[src/rtl/xfr_pkg.sv]
package xfr_pkg;

	// Frame layout and checksum constants.
	localparam int BYTE_W         = 8;
	localparam int HDR_BYTES      = 8;
	localparam int HDR_IDX_W      = $clog2(HDR_BYTES);
	localparam logic [15:0] MIN_LEN = 16'd2;
	localparam logic [7:0] CKSUM_ANY = 8'hFF;

	// Configuration port.
	localparam int CFG_INDEX_W = 8;
	localparam logic [CFG_INDEX_W-1:0] CFG_START_FIRST  = 8'd0;
	localparam logic [CFG_INDEX_W-1:0] CFG_START_SECOND = 8'd1;

	// Result beat packing: field positions within m_tdata.
	localparam int TDATA_FIELDS_W = 67;
	localparam int TDATA_W        = 72;
	localparam int TDATA_PAD_W    = TDATA_W - TDATA_FIELDS_W;
	localparam int TUSER_W        = 2;
	localparam int BODY_LEN_LO    = 32;
	localparam int BODY_LEN_HI    = 47;
	localparam int ERR_LO         = 65;
	localparam int ERR_HI         = 66;

	typedef enum logic [1:0] {
		KIND_HEADER = 2'd0,
		KIND_BODY   = 2'd1,
		KIND_END    = 2'd2,
		KIND_ERROR  = 2'd3
	} kind_t;

	typedef enum logic [1:0] {
		ERR_NONE   = 2'd0,
		ERR_START  = 2'd1,
		ERR_LENGTH = 2'd2
	} err_t;

	typedef enum logic [1:0] {
		PH_HEADER = 2'd0,
		PH_BODY   = 2'd1,
		PH_CHECK  = 2'd2
	} phase_t;

	typedef struct packed {
		kind_t       kind;
		logic [7:0]  command_code;
		logic [7:0]  source_code;
		logic [15:0] device_number;
		logic [15:0] body_length;
		logic [7:0]  data_byte;
		logic [7:0]  received_checksum;
		logic        checksum_good;
		err_t        error_code;
		logic        frame_last;
	} result_t;

endpackage

[src/rtl/xfr_in_stage.sv]
module xfr_in_stage (
	input  logic                       clk,
	input  logic                       arst_n,
	input  logic                       s_tvalid,
	output logic                       s_tready,
	input  logic [xfr_pkg::BYTE_W-1:0] s_tdata,
	input  logic                       out_free,
	output logic                       step,
	output logic [xfr_pkg::BYTE_W-1:0] byte_s1
);

	logic valid_s1;

	// The held byte moves on whenever the result register has room.
	assign step     = valid_s1 && out_free;
	assign s_tready = !valid_s1 || out_free;

	always_ff @(posedge clk or negedge arst_n) begin
		if (!arst_n) begin
			valid_s1 <= 1'b0;
		end else if (s_tvalid && s_tready) begin
			valid_s1 <= 1'b1;
		end else if (step) begin
			valid_s1 <= 1'b0;
		end
	end

	// Input byte register.
	always_ff @(posedge clk) begin
		if (s_tvalid && s_tready) begin
			byte_s1 <= s_tdata;
		end
	end

endmodule

[src/rtl/xfr_frame_fsm.sv]
module xfr_frame_fsm (
	input  logic                       clk,
	input  logic                       arst_n,
	input  logic                       step,
	input  logic [xfr_pkg::BYTE_W-1:0] rx_byte,
	input  logic [7:0]                 start_first,
	input  logic [7:0]                 start_second,
	output logic                       res_valid,
	output xfr_pkg::result_t           res
);

	xfr_pkg::phase_t                       phase_q, phase_n;
	logic [xfr_pkg::HDR_IDX_W-1:0]         hdr_idx_q, hdr_idx_n;
	logic [xfr_pkg::HDR_BYTES-1:0][7:0]    hdr_q, hdr_n;
	logic [15:0]                           body_rem_q, body_rem_n;
	logic [7:0]                            xor_q, xor_n;
	logic [15:0]                           len_field;
	logic [15:0]                           dev_field;
	logic [15:0]                           body_cnt;

	// On the last header byte, the length comes from the store and the
	// device number's high byte is the byte arriving now.
	assign len_field = {hdr_q[5], hdr_q[4]};
	assign dev_field = {rx_byte, hdr_q[6]};
	assign body_cnt  = len_field - xfr_pkg::MIN_LEN;

	// Next state and result for the byte now in the input register.
	always_comb begin
		phase_n    = phase_q;
		hdr_idx_n  = hdr_idx_q;
		hdr_n      = hdr_q;
		body_rem_n = body_rem_q;
		xor_n      = xor_q;
		res_valid  = 1'b0;
		res        = '0;
		unique case (phase_q)
			xfr_pkg::PH_BODY: begin
				xor_n      = xor_q ^ rx_byte;
				body_rem_n = body_rem_q - 16'd1;
				if (body_rem_n == 16'd0) begin
					phase_n = xfr_pkg::PH_CHECK;
				end
				res_valid     = 1'b1;
				res.kind      = xfr_pkg::KIND_BODY;
				res.data_byte = rx_byte;
			end
			xfr_pkg::PH_CHECK: begin
				res_valid             = 1'b1;
				res.kind              = xfr_pkg::KIND_END;
				res.received_checksum = rx_byte;
				res.checksum_good     = (rx_byte == xor_q) ||
				                        (rx_byte == xfr_pkg::CKSUM_ANY);
				res.frame_last        = 1'b1;
				phase_n               = xfr_pkg::PH_HEADER;
				hdr_idx_n             = '0;
			end
			default: begin
				// Header collection; the unused phase code lands here too.
				phase_n          = xfr_pkg::PH_HEADER;
				hdr_n[hdr_idx_q] = rx_byte;
				hdr_idx_n        = hdr_idx_q + 1'b1;
				if (hdr_idx_q == xfr_pkg::HDR_IDX_W'(xfr_pkg::HDR_BYTES - 1)) begin
					res_valid = 1'b1;
					if (hdr_q[0] != start_first || hdr_q[1] != start_second) begin
						res.kind       = xfr_pkg::KIND_ERROR;
						res.error_code = xfr_pkg::ERR_START;
						res.frame_last = 1'b1;
					end else if (len_field < xfr_pkg::MIN_LEN) begin
						res.kind       = xfr_pkg::KIND_ERROR;
						res.error_code = xfr_pkg::ERR_LENGTH;
						res.frame_last = 1'b1;
					end else begin
						body_rem_n        = body_cnt;
						xor_n             = hdr_q[6] ^ rx_byte;
						phase_n           = (body_cnt != 16'd0) ? xfr_pkg::PH_BODY
						                                        : xfr_pkg::PH_CHECK;
						res.kind          = xfr_pkg::KIND_HEADER;
						res.command_code  = hdr_q[2];
						res.source_code   = hdr_q[3];
						res.device_number = dev_field;
						res.body_length   = body_cnt;
					end
				end
			end
		endcase
	end

	// Frame state.
	always_ff @(posedge clk or negedge arst_n) begin
		if (!arst_n) begin
			phase_q    <= xfr_pkg::PH_HEADER;
			hdr_idx_q  <= '0;
			body_rem_q <= '0;
			xor_q      <= '0;
		end else if (step) begin
			phase_q    <= phase_n;
			hdr_idx_q  <= hdr_idx_n;
			body_rem_q <= body_rem_n;
			xor_q      <= xor_n;
		end
	end

	// Header byte store; every byte is written before it is read.
	always_ff @(posedge clk) begin
		if (step) begin
			hdr_q <= hdr_n;
		end
	end

endmodule

[src/rtl/xfr_out_stage.sv]
module xfr_out_stage (
	input  logic             clk,
	input  logic             arst_n,
	input  logic             load,
	input  logic             res_valid,
	input  xfr_pkg::result_t res,
	input  logic             m_tready,
	output logic             out_free,
	output logic             valid_s2,
	output xfr_pkg::result_t res_s2
);

	// The register can take a new result once the current beat is gone.
	assign out_free = !valid_s2 || m_tready;

	always_ff @(posedge clk or negedge arst_n) begin
		if (!arst_n) begin
			valid_s2 <= 1'b0;
		end else if (load) begin
			valid_s2 <= res_valid;
		end else if (m_tready) begin
			valid_s2 <= 1'b0;
		end
	end

	// Result register.
	always_ff @(posedge clk) begin
		if (load && res_valid) begin
			res_s2 <= res;
		end
	end

endmodule

[src/rtl/xor_frame_receiver.sv]
// Byte-serial receiver for framed messages with an XOR checksum.
// Slave stream (s_tvalid/s_tready/s_tdata) takes one received byte per beat.
// Master stream (m_tvalid/m_tready/m_tdata/m_tuser/m_tlast) gives at most one
// result beat per input byte: a header, one beat per body byte, a frame end
// carrying the checksum verdict, or an error (bad start bytes or a length
// below two), after which the next header is hunted from scratch.
// The config channel (cfg_valid/cfg_ready/cfg_index/cfg_data) sets the two
// expected start bytes; index 0 is the first, index 1 the second, other
// indexes are ignored. Write it only while no frame is in flight.
// Each accepted byte passes the input register, then the frame state update,
// then the result register that drives m_tvalid. Throughput: one byte per
// cycle while result beats are taken, set by the frame state update between
// the two registers.
// Reset clears both registers' valid flags, the frame state and the start
// bytes to zero. When m_tready is low the result beat holds, one more byte
// may be taken into the input register, and then s_tready drops until the
// result beat is taken.
module xor_frame_receiver (
	input  logic                            clk,
	input  logic                            arst_n,
	input  logic                            s_tvalid,
	output logic                            s_tready,
	// s_tdata: rx_byte[7:0]
	input  logic [7:0]                      s_tdata,
	output logic                            m_tvalid,
	input  logic                            m_tready,
	// m_tdata: command_code[7:0], source_code[15:8], device_number[31:16],
	// body_length[47:32], data_byte[55:48], received_checksum[63:56],
	// checksum_good[64], error_code[66:65], zero[71:67]
	output logic [xfr_pkg::TDATA_W-1:0]     m_tdata,
	// m_tuser: result_kind[1:0]
	output logic [xfr_pkg::TUSER_W-1:0]     m_tuser,
	output logic                            m_tlast,
	input  logic                            cfg_valid,
	output logic                            cfg_ready,
	input  logic [xfr_pkg::CFG_INDEX_W-1:0] cfg_index,
	input  logic [7:0]                      cfg_data
);

	logic [7:0]       start_first_val_q;
	logic [7:0]       start_second_val_q;
	logic             out_free;
	logic             step;
	logic [7:0]       byte_s1;
	logic             res_valid;
	xfr_pkg::result_t res;
	xfr_pkg::result_t res_s2;

	assign cfg_ready = 1'b1;

	// Start byte registers; writes to unknown indexes are dropped.
	always_ff @(posedge clk or negedge arst_n) begin
		if (!arst_n) begin
			start_first_val_q  <= '0;
			start_second_val_q <= '0;
		end else if (cfg_valid && cfg_ready) begin
			unique case (cfg_index)
				xfr_pkg::CFG_START_FIRST: begin
					start_first_val_q <= cfg_data;
				end
				xfr_pkg::CFG_START_SECOND: begin
					start_second_val_q <= cfg_data;
				end
				default: begin
				end
			endcase
		end
	end

	xfr_in_stage u_in (
		.clk      (clk),
		.arst_n   (arst_n),
		.s_tvalid (s_tvalid),
		.s_tready (s_tready),
		.s_tdata  (s_tdata),
		.out_free (out_free),
		.step     (step),
		.byte_s1  (byte_s1)
	);

	xfr_frame_fsm u_fsm (
		.clk          (clk),
		.arst_n       (arst_n),
		.step         (step),
		.rx_byte      (byte_s1),
		.start_first  (start_first_val_q),
		.start_second (start_second_val_q),
		.res_valid    (res_valid),
		.res          (res)
	);

	xfr_out_stage u_out (
		.clk       (clk),
		.arst_n    (arst_n),
		.load      (step),
		.res_valid (res_valid),
		.res       (res),
		.m_tready  (m_tready),
		.out_free  (out_free),
		.valid_s2  (m_tvalid),
		.res_s2    (res_s2)
	);

	// Pack the result beat, first field in the lowest bits.
	assign m_tdata = {{xfr_pkg::TDATA_PAD_W{1'b0}}, res_s2.error_code, res_s2.checksum_good,
	                  res_s2.received_checksum, res_s2.data_byte, res_s2.body_length,
	                  res_s2.device_number, res_s2.source_code, res_s2.command_code};
	assign m_tuser = res_s2.kind;
	assign m_tlast = res_s2.frame_last;

endmodule

[config.mk]
export PLATFORM = sky130hd
export DESIGN_NAME = xor_frame_receiver
export DESIGN_NICKNAME = d
export VERILOG_FILES = /design/src/rtl/xfr_pkg.sv /design/src/rtl/xfr_in_stage.sv /design/src/rtl/xfr_frame_fsm.sv /design/src/rtl/xfr_out_stage.sv /design/src/rtl/xor_frame_receiver.sv
export SDC_FILE = /design/constraint.sdc
export NUM_CORES = 1
export LEC_CHECK = 0
export ABC_AREA = 1
export CAP_MARGIN = 30
export CORE_MARGIN = 5
export CORE_UTILIZATION = 45
export CTS_BUF_LIST = sky130_fd_sc_hd__clkbuf_16
export CTS_CLUSTER_SIZE = 30
export DETAILED_ROUTE_END_ITERATION = 6
export DONT_BUFFER_PORTS = 1
export SLEW_MARGIN = 20
export SYNTH_ARGS = -nofsm -noshare
export SYNTH_HDL_FRONTEND = slang
export SYNTH_SLANG_ARGS = --single-unit
[constraint.sdc]
create_clock -name clk -period 5.05 [get_ports clk]
set_clock_uncertainty 0.2 [all_clocks]
set_input_delay 0.2525 -clock clk [delete_from_list [all_inputs] [get_ports clk]]
set_output_delay 0.2525 -clock clk [all_outputs]
set_load 0.01 [all_outputs]
==> results.yml, run 1 <==
run_status:
  status: "finished, final reports clean"
cts:
  cts_tree: "yes"
  cts_sinks: 181
  post_cts_buffers: 0
  clkTransAtPathRegs_ns: 0.07
  cts_root_buf: "clkbuf_16"
  ctsHoldBuffers: 20
  numCtsBuffers: 17
  htree_levels: 4
  clock_latency_ns: 0.43
  clock_path_buffers: 2
  cts_resized: 0
pwr:
  internal_power_mw: 3.35
  power_frac_comb_pct: 24.4
  seqPwrFrac_pct: 46.9
  p_sw_share_pct: 34.1
  clock_power_share_pct: 28.7
  switchingPower_mw: 1.73
  ir_drop_v: 0.000314
  leakagePower_nw: 4.10
  p_per_area_nw_per_um2: 537
drt:
  ant_nets: 0
  dr.pass1.iters: 5
  wirelength_um: 18100
  drc: 0
  viasPerCell: 4.87
  drt-initial-drc-count: 326
  via_count: 5402
  wl_per_cell_um: 16.3
min_path:
  hold_path.class: "in -> async"
worst_setup_path:
  crit_type: "reg -> reg"
  arrival_ns: 2.55
  cpMostUsedCell: "inv_1"
  slowest_stage: "nor3_1"
  cp-start-kind: "flip-flop"
  crit_chain: "a21oi_1, inv_1, nor2_1, inv_1, nor3_1, buf_2"
  rr_startpoint: "u_out.valid_s2"
  worstSetupEndpointType: "flip-flop"
  critPathLaunch: "u_out.valid_s2"
  critPathMaxStageDelay_ns: 0.55
  required_ns: 4.99
  critical_path.max_fanout: 5
global_routing:
  grt_pass1_wl_um: 28700
  grt_overflow: 0
  track_usage_pct: 17.2
  grt_pass1_vias: 5303
  grt_max_degree: 49
  antenna_found_initial: 0
floorplanning:
  dieArea_um2: 21500
  core_um2: 18500
  fp.dieH_um: 147
  rows: 50
  initial_core_util_pct: 45.4
  fp.dieW_um: 147
  io_pins: 107
sta:
  rsz0062_at_grt: "no"
  worst_pin_slew_ns: 0.732
  period_needed_ns: 2.61
  setup_tns_ns: 0
  drv_slew: 0
  timing_hold_violations_final: 0
  fin_crit_sh_pct: 51.7
  finalSetupViolCount: 0
  fmax_mhz: 383
  max_slew_margin_pct: 51.0
job:
  max_cap_violations: 0
cells_and_area:
  final_common_cell: "nand2_1"
  fillCellCount: 1653
  nets: 898
  utilization_pct: 51.1
  drive_gt1_share_pct: 13.3
  final_cell_mix: "nand2_1, edfxtp_1, inv_1, nor2_1"
  area_delta_synth_final_pct: 12.6
  antennaDiodeCount: 0
placed_design:
  place_hpwl_um: 12500
  place.gp.congestion: 0.923
  io_buffer_count: 0
synth:
  ys_ff_latch: 181
  yosysSeqAreaShare_pct: 61.9
  syn_area_per_cell_um2: 10.1
  syn-cell-area_um2: 8400
  netlist_instances: 835
  ys_types: 39
  synth_warnings: 0
## per-layer routing
layer | global-route usage [%] | part of all wire [%] | up-vias | wire length [um]
met3 | 4.72 | 5.0 | 14 | 909
met1 | 23.3 | 46 | 2548 | 8260
met4 | 4.61 | 1.2 | 0 | 211
met2 | 27.5 | 48 | 132 | 8750
li1 | - | - | 2708 | -
met5 | 0 | 0 | - | 0
## layout make-up
cell class,count,area (um^2),area share (%)
multi-input cells,503,2550,27.0
repair buffers,29,278,2.94
well taps,234,293,3.10
flip-flops and latches,181,5200,55.0
clock inverters,15,223,2.35
clock buffers,17,425,4.50
inverters,130,488,5.16
## sequential cells by signal, summed over array words and instances, names as in the netlist
name,cells
u_in.valid_s1,1
u_fsm.xor_q,8
u_out.valid_s2,1
start_first_val_q,8
u_fsm.phase_q,2
u_fsm.hdr_q,48
u_fsm.hdr_idx_q,3
u_in.byte_s1,8
start_second_val_q,8
u_out.res_s2,70
u_fsm.body_rem_q,16
u_fsm.dev_field,8
## cell usage after synthesis
cell	n	area share, %
a2111oi_0	1	0.10
a211oi_1	1	0.089
a21oi_1	9	0.54
and2_1	1	0.075
buf_12	2	0.48
buf_2	2	0.12
buf_4	8	0.71
buf_6	2	0.27
buf_8	1	0.18
clkbuf_1	9	0.40
clkbuf_4	1	0.089
clkinv_1	2	0.089
conb_1	2	0.089
dfrtp_1	47	14
edfxtp_1	134	48
ha_1	7	1.0
inv_1	125	5.6
inv_2	3	0.13
nand2_1	176	7.9
nand2_2	19	1.4
nand2_4	1	0.13
nand3_1	28	1.7
nand3_2	1	0.12
nand3b_1	4	0.36
nand4_1	5	0.37
nand4_2	2	0.30
nand4_4	1	0.25
nor2_1	102	4.6
nor2_2	27	2.0
nor2_4	3	0.40
nor3_1	5	0.30
nor4_1	2	0.15
o21ai_0	47	2.8
o21ai_1	6	0.36
o21ai_2	20	2.1
o22ai_1	1	0.075
o31ai_1	1	0.089
xnor2_1	2	0.21
xor2_1	25	2.6
## critical path: cells and delay by family, from the launching register on
family / cells / cell delay (ns)
buffers and inverters: 3 / 0.54
AND/OR/NAND/NOR: 2 / 0.74
AO/OA/AOI/OAI: 1 / 0.38
flip-flops: 1 / 0.45
## power groups by stage
stage	Combinational [mW]	Sequential, mW	Clock (mW)
after floorplan	1.00	2.34	0
after global placement	1.20	2.42	0
after detailed placement	1.22	2.42	0
after CTS	1.25	2.39	1.48
after global routing	1.41	2.43	1.55
final	1.24	2.38	1.46
## through the flow
stage / total power, mW / instance area (um^2) / setup slack (ns) / hold WS (ns) / instances
after floorplan: 3.35 / 8420 / 0.527 / -0.243 / 839
after global placement: 3.63 / 8570 / 2.28 / -0.241 / 1054
after detailed placement: 3.64 / 8590 / 2.29 / -0.241 / 1057
after CTS: 5.13 / 9450 / 2.24 / 0.131 / 1109
after global routing: 5.39 / 9460 / 2.27 / 0.153 / 1109
final: 5.08 / 9460 / 2.44 / 0.141 / 1109
## worst paths after layout
kind	slack, ns	to	cells after the start
setup / recovery	2.44	u_fsm.hdr_q[8]	6
hold reg to reg	0.31	start_second_val_q[6]	2
max in group asynchronous	4.28	start_second_val_q[3]	2
hold / removal	0.14	u_fsm.body_rem_q[12]	2
min in group clk	0.20	start_first_val_q[4]	3
setup reg to reg	2.44	u_fsm.hdr_q[8]	6
## logic make-up (layout without fill, tap and decap cells)
kind of cell	after synthesis	count (layout)	synth area share, %
buffers and inverters	155	191	8.06
xor gates and xnor gates	27	27	2.81
adders and majority gates	7	7	1.04
and+or+nand+nor	377	377	20.0
AOI/OAI and AO/OA	86	86	6.14
DFF	181	181	61.9
other	2	6	0.0894
Note: power is estimated with default switching activity, not from simulation.
==> run 2: changes to the inputs <==
--- a/config.mk
+++ b/config.mk
@@ -5,7 +5,7 @@
 export SDC_FILE = /design/constraint.sdc
 export NUM_CORES = 1
 export LEC_CHECK = 0
-export ABC_AREA = 1
+export ABC_AREA = 0
 export CAP_MARGIN = 30
 export CORE_MARGIN = 5
 export CORE_UTILIZATION = 45
==> constraint.sdc (replaced) <==
create_clock -name clk -period 2.3 [get_ports clk]
set_clock_uncertainty 0.2 [all_clocks]
set_input_delay 0.115 -clock clk [delete_from_list [all_inputs] [get_ports clk]]
set_output_delay 0.115 -clock clk [all_outputs]
set_load 0.01 [all_outputs]
==> results.yml, run 2 <==
run_status:
  status: "finished with violations"
  violations: "negative setup slack"
floorplanning:
  rows: 49
  core_um2: 17800
  fp.dieW_um: 144
  dieArea_um2: 20700
  initial_core_util_pct: 45.2
  fp.dieH_um: 144
  io_pins: 107
drt:
  via_count: 5538
  wirelength_um: 21000
  ant_nets: 0
  viasPerCell: 5.73
  drc: 0
  dr.pass1.iters: 6
  drt-initial-drc-count: 680
  wl_per_cell_um: 21.7
synth:
  ys_ff_latch: 181
  synthArstFlopShare_pct: 26.0
  syn-cell-area_um2: 8070
  synth_edf_count: 134
  syn_area_per_cell_um2: 13.3
  netlist_instances: 608
  ys_top_cells_by_area: "edfxtp_1, dfrtp_1, and2_1"
  synth_common_cells: "edfxtp_1, and2_1, dfrtp_1, nor2_1, xnor2_1"
  synth_top_area_share_pct: 49.9
  synth_warnings: 0
  yosysMostFrequentCell: "edfxtp_1"
  ys_types: 62
  synth_area_leader_cell: "edfxtp_1"
  synthFlopType: "edfxtp_1"
  yosysSeqAreaShare_pct: 64.4
cts:
  clkTransAtPathRegs_ns: 0.07
  cts_root_buf: "clkbuf_16"
  clock_path_buffers: 2
  cts_sinks: 181
  cts_tree: "yes"
  htree_levels: 4
  numCtsBuffers: 17
  clock_latency_ns: 0.43
cells_and_area:
  final_common_cell: "edfxtp_1"
  area_delta_synth_final_pct: 28.0
  drive_gt1_share_pct: 34.2
  reg.largest.list: "u_out.res_s2 x70, u_fsm.hdr_q x48, u_fsm.body_rem_q x16"
  nets: 760
  utilization_pct: 57.9
  instances_no_fill: 966
  antennaDiodeCount: 0
  final_cell_mix: "edfxtp_1, buf_4, dfrtp_1, xnor2_1, and2_4"
  regMostFlops: "u_out.res_s2"
  largest_reg_flops: 70
pwr:
  clock_power_share_pct: 35.6
  power_frac_comb_pct: 12.5
  p_per_area_nw_per_um2: 769
  p_sw_share_pct: 26.9
  leakagePower_nw: 3.94
  internal_power_mw: 5.81
  switchingPower_mw: 2.14
  seqPwrFrac_pct: 51.9
  ir_drop_v: 0.000521
global_routing:
  grt_pass1_vias: 5579
  track_usage_pct: 20.1
  grt_max_degree: 64
  antenna_found_initial: 0
  grt_overflow: 0
  grt_pass1_wl_um: 31100
worst_setup_path:
  worstSetupEndpointType: "flip-flop"
  r2r_setup_slack_ns: -0.17
  arrival_ns: 2.56
  cp-start-kind: "flip-flop"
  required_ns: 2.39
  r2r_end: "u_fsm.body_rem_q[7]"
  rr_startpoint: "u_fsm.hdr_q[37]"
  rr_worst_depth: 8
  crit_type: "reg -> reg"
  critical_path.max_fanout: 7
min_path:
  hold_path.class: "in -> reg"
  whs_path_depth: 5
  hold_end: "start_first_val_q[4]"
  worstHoldStart: "cfg_index[4]"
sta:
  setup_ws_ns: -0.168
  setup_tns_ns: -6.53
  rsz0062_at_grt: "yes"
  fin_crit_sh_pct: 107
  timing_hold_violations_final: 0
  fmax_mhz: 405
  finalSetupViolCount: 72
  worst_pin_slew_ns: 0.847
  period_needed_ns: 2.47
  max_slew_margin_pct: 43.4
  drv_slew: 0
placed_design:
  place_hpwl_um: 13300
  placed_cells: 886
  post-place-ws_ns: -0.185
  place.gp.congestion: 0.902
  io_buffer_count: 0
job:
  max_cap_violations: 0
run 2: changes by cell type after synthesis, moves of 20 or more:
cell	delta
nand2_1	-157
inv_1	-99
nor2_1	-60
and2_1	+51
nor2_2	-27
xnor2_1	+27
o21ai_0	-21
mux2_2	+20
o21ai_2	-20
run 2: how the worst max path moves through the flow:
stage / startpoint / to / slack, ns / cells after the start
after floorplan: u_fsm.hdr_idx_q[1] / u_out.res_s2[0] / -0.18 / 4
after global placement: start_first_val_q[5] / u_fsm.body_rem_q[4] / -0.14 / 8
after detailed placement: start_first_val_q[5] / u_fsm.body_rem_q[11] / -0.18 / 8
after CTS: u_fsm.hdr_q[1] / u_fsm.xor_q[4] / -0.14 / 8
after global routing: u_fsm.hdr_q[37] / u_fsm.body_rem_q[7] / -0.25 / 8
final: u_fsm.hdr_q[37] / u_fsm.body_rem_q[7] / -0.17 / 8
run 2: timing repair:
action,4_1_cts,5_1_grt
cloned,4,3
pin swaps,19,23
setup endpoints to repair,58,77
setup buffers,10,5
hold endpoints to repair,81,0
hold buffers,26,0
resized for setup,22,77
run 2: logic make-up after synthesis:
logic type / Yosys count / synth area share (%)
adders and majority gates: 7 / 1.09
DFF: 181 / 64.4
buffers and inverters: 59 / 3.33
xor gates and xnor gates: 44 / 4.77
and+or+nand+nor: 215 / 15.9
AOI/OAI and AO/OA: 77 / 7.25
muxes: 23 / 3.16
other: 2 / 0.0930
run 2: cell type report:
class | instances | area, um^2
repair buffers | 120 | 1080
flip-flops and latches | 181 | 5200
well taps | 229 | 287
clock inverters | 15 | 144
fillers | 1418 | 7510
multi-input cells | 378 | 3100
clock buffers | 17 | 425
inverters | 26 | 97.6
run 2: stage by stage:
stage / hold slack [ns] / power (mW) / cell area (um^2)
floorplan: -0.381 / 4.65 / 8250
global placement: -0.379 / 5.00 / 8920
detailed placement: -0.379 / 5.04 / 8920
CTS: 0.0187 / 7.96 / 9980
global route: 0.0389 / 8.26 / 10300
finish: 0.0319 / 7.95 / 10300
run 2: critical path, cell delays in order, from the launching register on:
cell and delay, ns:
edfxtp_1 0.46, nor4_4 0.31, nand4_1 0.19, or3_4 0.44, a31oi_4 0.16, nand2b_4 0.24
buf_4 0.14, buf_6 0.09, a222oi_1 0.08
run 2: metal layers:
| metal | vias to the layer above | track usage (%) | wire, um |
|---|---|---|---|
| li1 | 2480 | - | - |
| met1 | 2782 | 27.3 | 8850 |
| met2 | 243 | 32.2 | 10200 |
| met3 | 33 | 5.32 | 1530 |
| met4 | 0 | 5.70 | 435 |
| met5 | - | 0 | 0 |
run 2: power groups by stage:
stage	logic (mW)	clock network, mW	registers, mW
4_1_cts	0.967	2.88	4.11
3_3_place_gp	0.843	0	4.16
3_5_place_dp	0.867	0	4.18
2_1_floorplan	0.532	0	4.12
5_1_grt	1.08	3.03	4.15
6_report	0.995	2.83	4.12
==> run 3: changes to the inputs <==
--- a/config.mk
+++ b/config.mk
@@ -13,6 +13,7 @@
 export CTS_CLUSTER_SIZE = 30
 export DETAILED_ROUTE_END_ITERATION = 6
 export DONT_BUFFER_PORTS = 1
+export PLACE_DENSITY = 0.61
 export SLEW_MARGIN = 20
 export SYNTH_ARGS = -nofsm -noshare
 export SYNTH_HDL_FRONTEND = slang
==> results.yml, run 3 (synthesis results as in run 2) <==
drt:
  wirelength_um: 20800
  viasPerCell: 5.56
  via_count: 5406
  drc: 0
  dr.pass1.iters: 7
  wl_per_cell_um: 21.4
  drt-initial-drc-count: 503
  ant_nets: 0
sta:
  rsz0062_at_grt: "yes"
  fmax_mhz: 395
  fin_crit_sh_pct: 110
  period_needed_ns: 2.53
  setup_ws_ns: -0.232
  timing_hold_violations_final: 0
  finalSetupViolCount: 74
  worst_pin_slew_ns: 0.747
  worst_hold_slack_ns: 0.0240
  drv_slew: 0
  max_slew_margin_pct: 50.0
cells_and_area:
  largest_reg_flops: 70
  drive_gt1_share_pct: 35.8
  antennaDiodeCount: 0
  final_cell_mix: "edfxtp_1, buf_4, dfrtp_1, and2_4, nor2_1"
  area_delta_synth_final_pct: 29.8
  regMostFlops: "u_out.res_s2"
  final_common_cell: "edfxtp_1"
  reg.largest.list: "u_out.res_s2 x70, u_fsm.hdr_q x48, u_fsm.body_rem_q x16"
  utilization_pct: 58.7
  nets: 767
global_routing:
  track_usage_pct: 20.1
  antenna_found_initial: 0
  grt_pass1_wl_um: 31100
  grt_pass1_vias: 5335
  grt_max_degree: 36
  grt_overflow: 0
min_path:
  worstHoldStart: "cfg_index[4]"
  hold_end: "start_first_val_q[3]"
  hold_path.class: "in -> reg"
  whs_path_depth: 5
floorplanning:
  dieArea_um2: 20700
  fp.dieH_um: 144
  rows: 49
  initial_core_util_pct: 45.2
  core_um2: 17800
  io_pins: 107
  fp.dieW_um: 144
worst_setup_path:
  cpMostUsedCell: "buf_4"
  rr_startpoint: "u_fsm.hdr_q[36]"
  required_ns: 2.42
  worstSetupEndpointType: "flip-flop"
  crit_cells: 7
  slowest_stage: "or4_4"
  crit_buf_inv: 2
  critPathMaxStageDelay_ns: 0.53
  r2r_end: "u_fsm.body_rem_q[6]"
  rr_worst_depth: 7
  path_delay_family: "simple AND/OR/NAND/NOR gates"
  crit_chain: "buf_4, or4_4, o21a_1, buf_4, nor2_1, o21ai_0, mux2_4"
  critical_path.max_fanout: 2
  cp-start-kind: "flip-flop"
  crit_type: "reg -> reg"
  arrival_ns: 2.65
  r2r_setup_slack_ns: -0.23
cts:
  clkTransAtPathRegs_ns: 0.07
  cts_root_buf: "clkbuf_16"
  clock_latency_ns: 0.43
  cts_tree: "yes"
  clock_path_buffers: 2
  numCtsBuffers: 17
  htree_levels: 4
  cts_sinks: 181
pwr:
  ir_drop_v: 0.000543
  p_per_area_nw_per_um2: 772
  leakagePower_nw: 4.00
  p_total_mw: 8.08
placed_design:
  place.gp.congestion: 0.883
  io_buffer_count: 0
  place_hpwl_um: 13600
job:
  max_cap_violations: 0
run_status:
  violations: "negative setup slack"
  status: "finished with violations"
## run 3: timing repair
item	4_1_cts	5_1_grt
pin swaps	20	32
setup buffers	11	9
gates cloned	2	4
hold buffers	25	0
hold endpoints to repair	81	0
setup endpoints to repair	69	77
gates resized for setup	24	82
## run 3: routing by layer
metal / track usage, % / vias up / wire (um)
met2: 30.4 / 217 / 9660
met1: 29.3 / 2681 / 9450
met5: 0 / - / 0
met4: 5.45 / 0 / 257
met3: 4.59 / 21 / 1420
li1: - / 2487 / -
## run 3: where the power goes
part / switching [mW] / internal, mW / total [mW]
clock: 1.36 / 1.55 / 2.91
combinational: 0.602 / 0.470 / 1.07
sequential: 0.247 / 3.86 / 4.10
total: 2.21 / 5.88 / 8.08
## run 3: area by class of cell
cell class / instances / area [um^2]
Inverter: 26 / 97.6
Clock inverter: 15 / 169
Timing Repair Buffer: 128 / 1140
Clock buffer: 17 / 425
Fill cell: 1386 / 7360
Tap cell: 229 / 287
Sequential cell: 181 / 5200
Multi-Input combinational cell: 377 / 3160
## run 3: worst max-delay path by stage
stage	startpoint	endpoint	slack, ns
finish	u_fsm.hdr_q[36]	u_fsm.body_rem_q[6]	-0.23
global route	u_fsm.hdr_q[36]	u_fsm.xor_q[7]	-0.31
CTS	u_fsm.hdr_q[7]	u_fsm.body_rem_q[7]	-0.16
detailed placement	u_fsm.hdr_q[36]	u_fsm.phase_q[1]	-0.27
global placement	u_fsm.hdr_q[34]	u_fsm.phase_q[1]	-0.22
floorplan	u_fsm.hdr_idx_q[1]	u_out.res_s2[0]	-0.18
## run 3: worst reg2reg max path: stages (launching register included)
cell,delay (ns)
edfxtp_1,0.40
buf_4,0.16
or4_4,0.53
o21a_1,0.25
buf_4,0.15
nor2_1,0.31
o21ai_0,0.14
mux2_4,0.28
## run 3: through the flow
stage | setup TNS [ns] | worst slack (ns) | std cells | area [um^2]
final | -10.75 | -0.232 | 973 | 10500
after global routing | -19.00 | -0.310 | 973 | 10500
after CTS | -7.08 | -0.159 | 960 | 10000
after detailed placement | -11.92 | -0.271 | 890 | 8950
after global placement | -10.09 | -0.219 | 890 | 8950
after floorplan | -20.35 | -0.182 | 612 | 8250
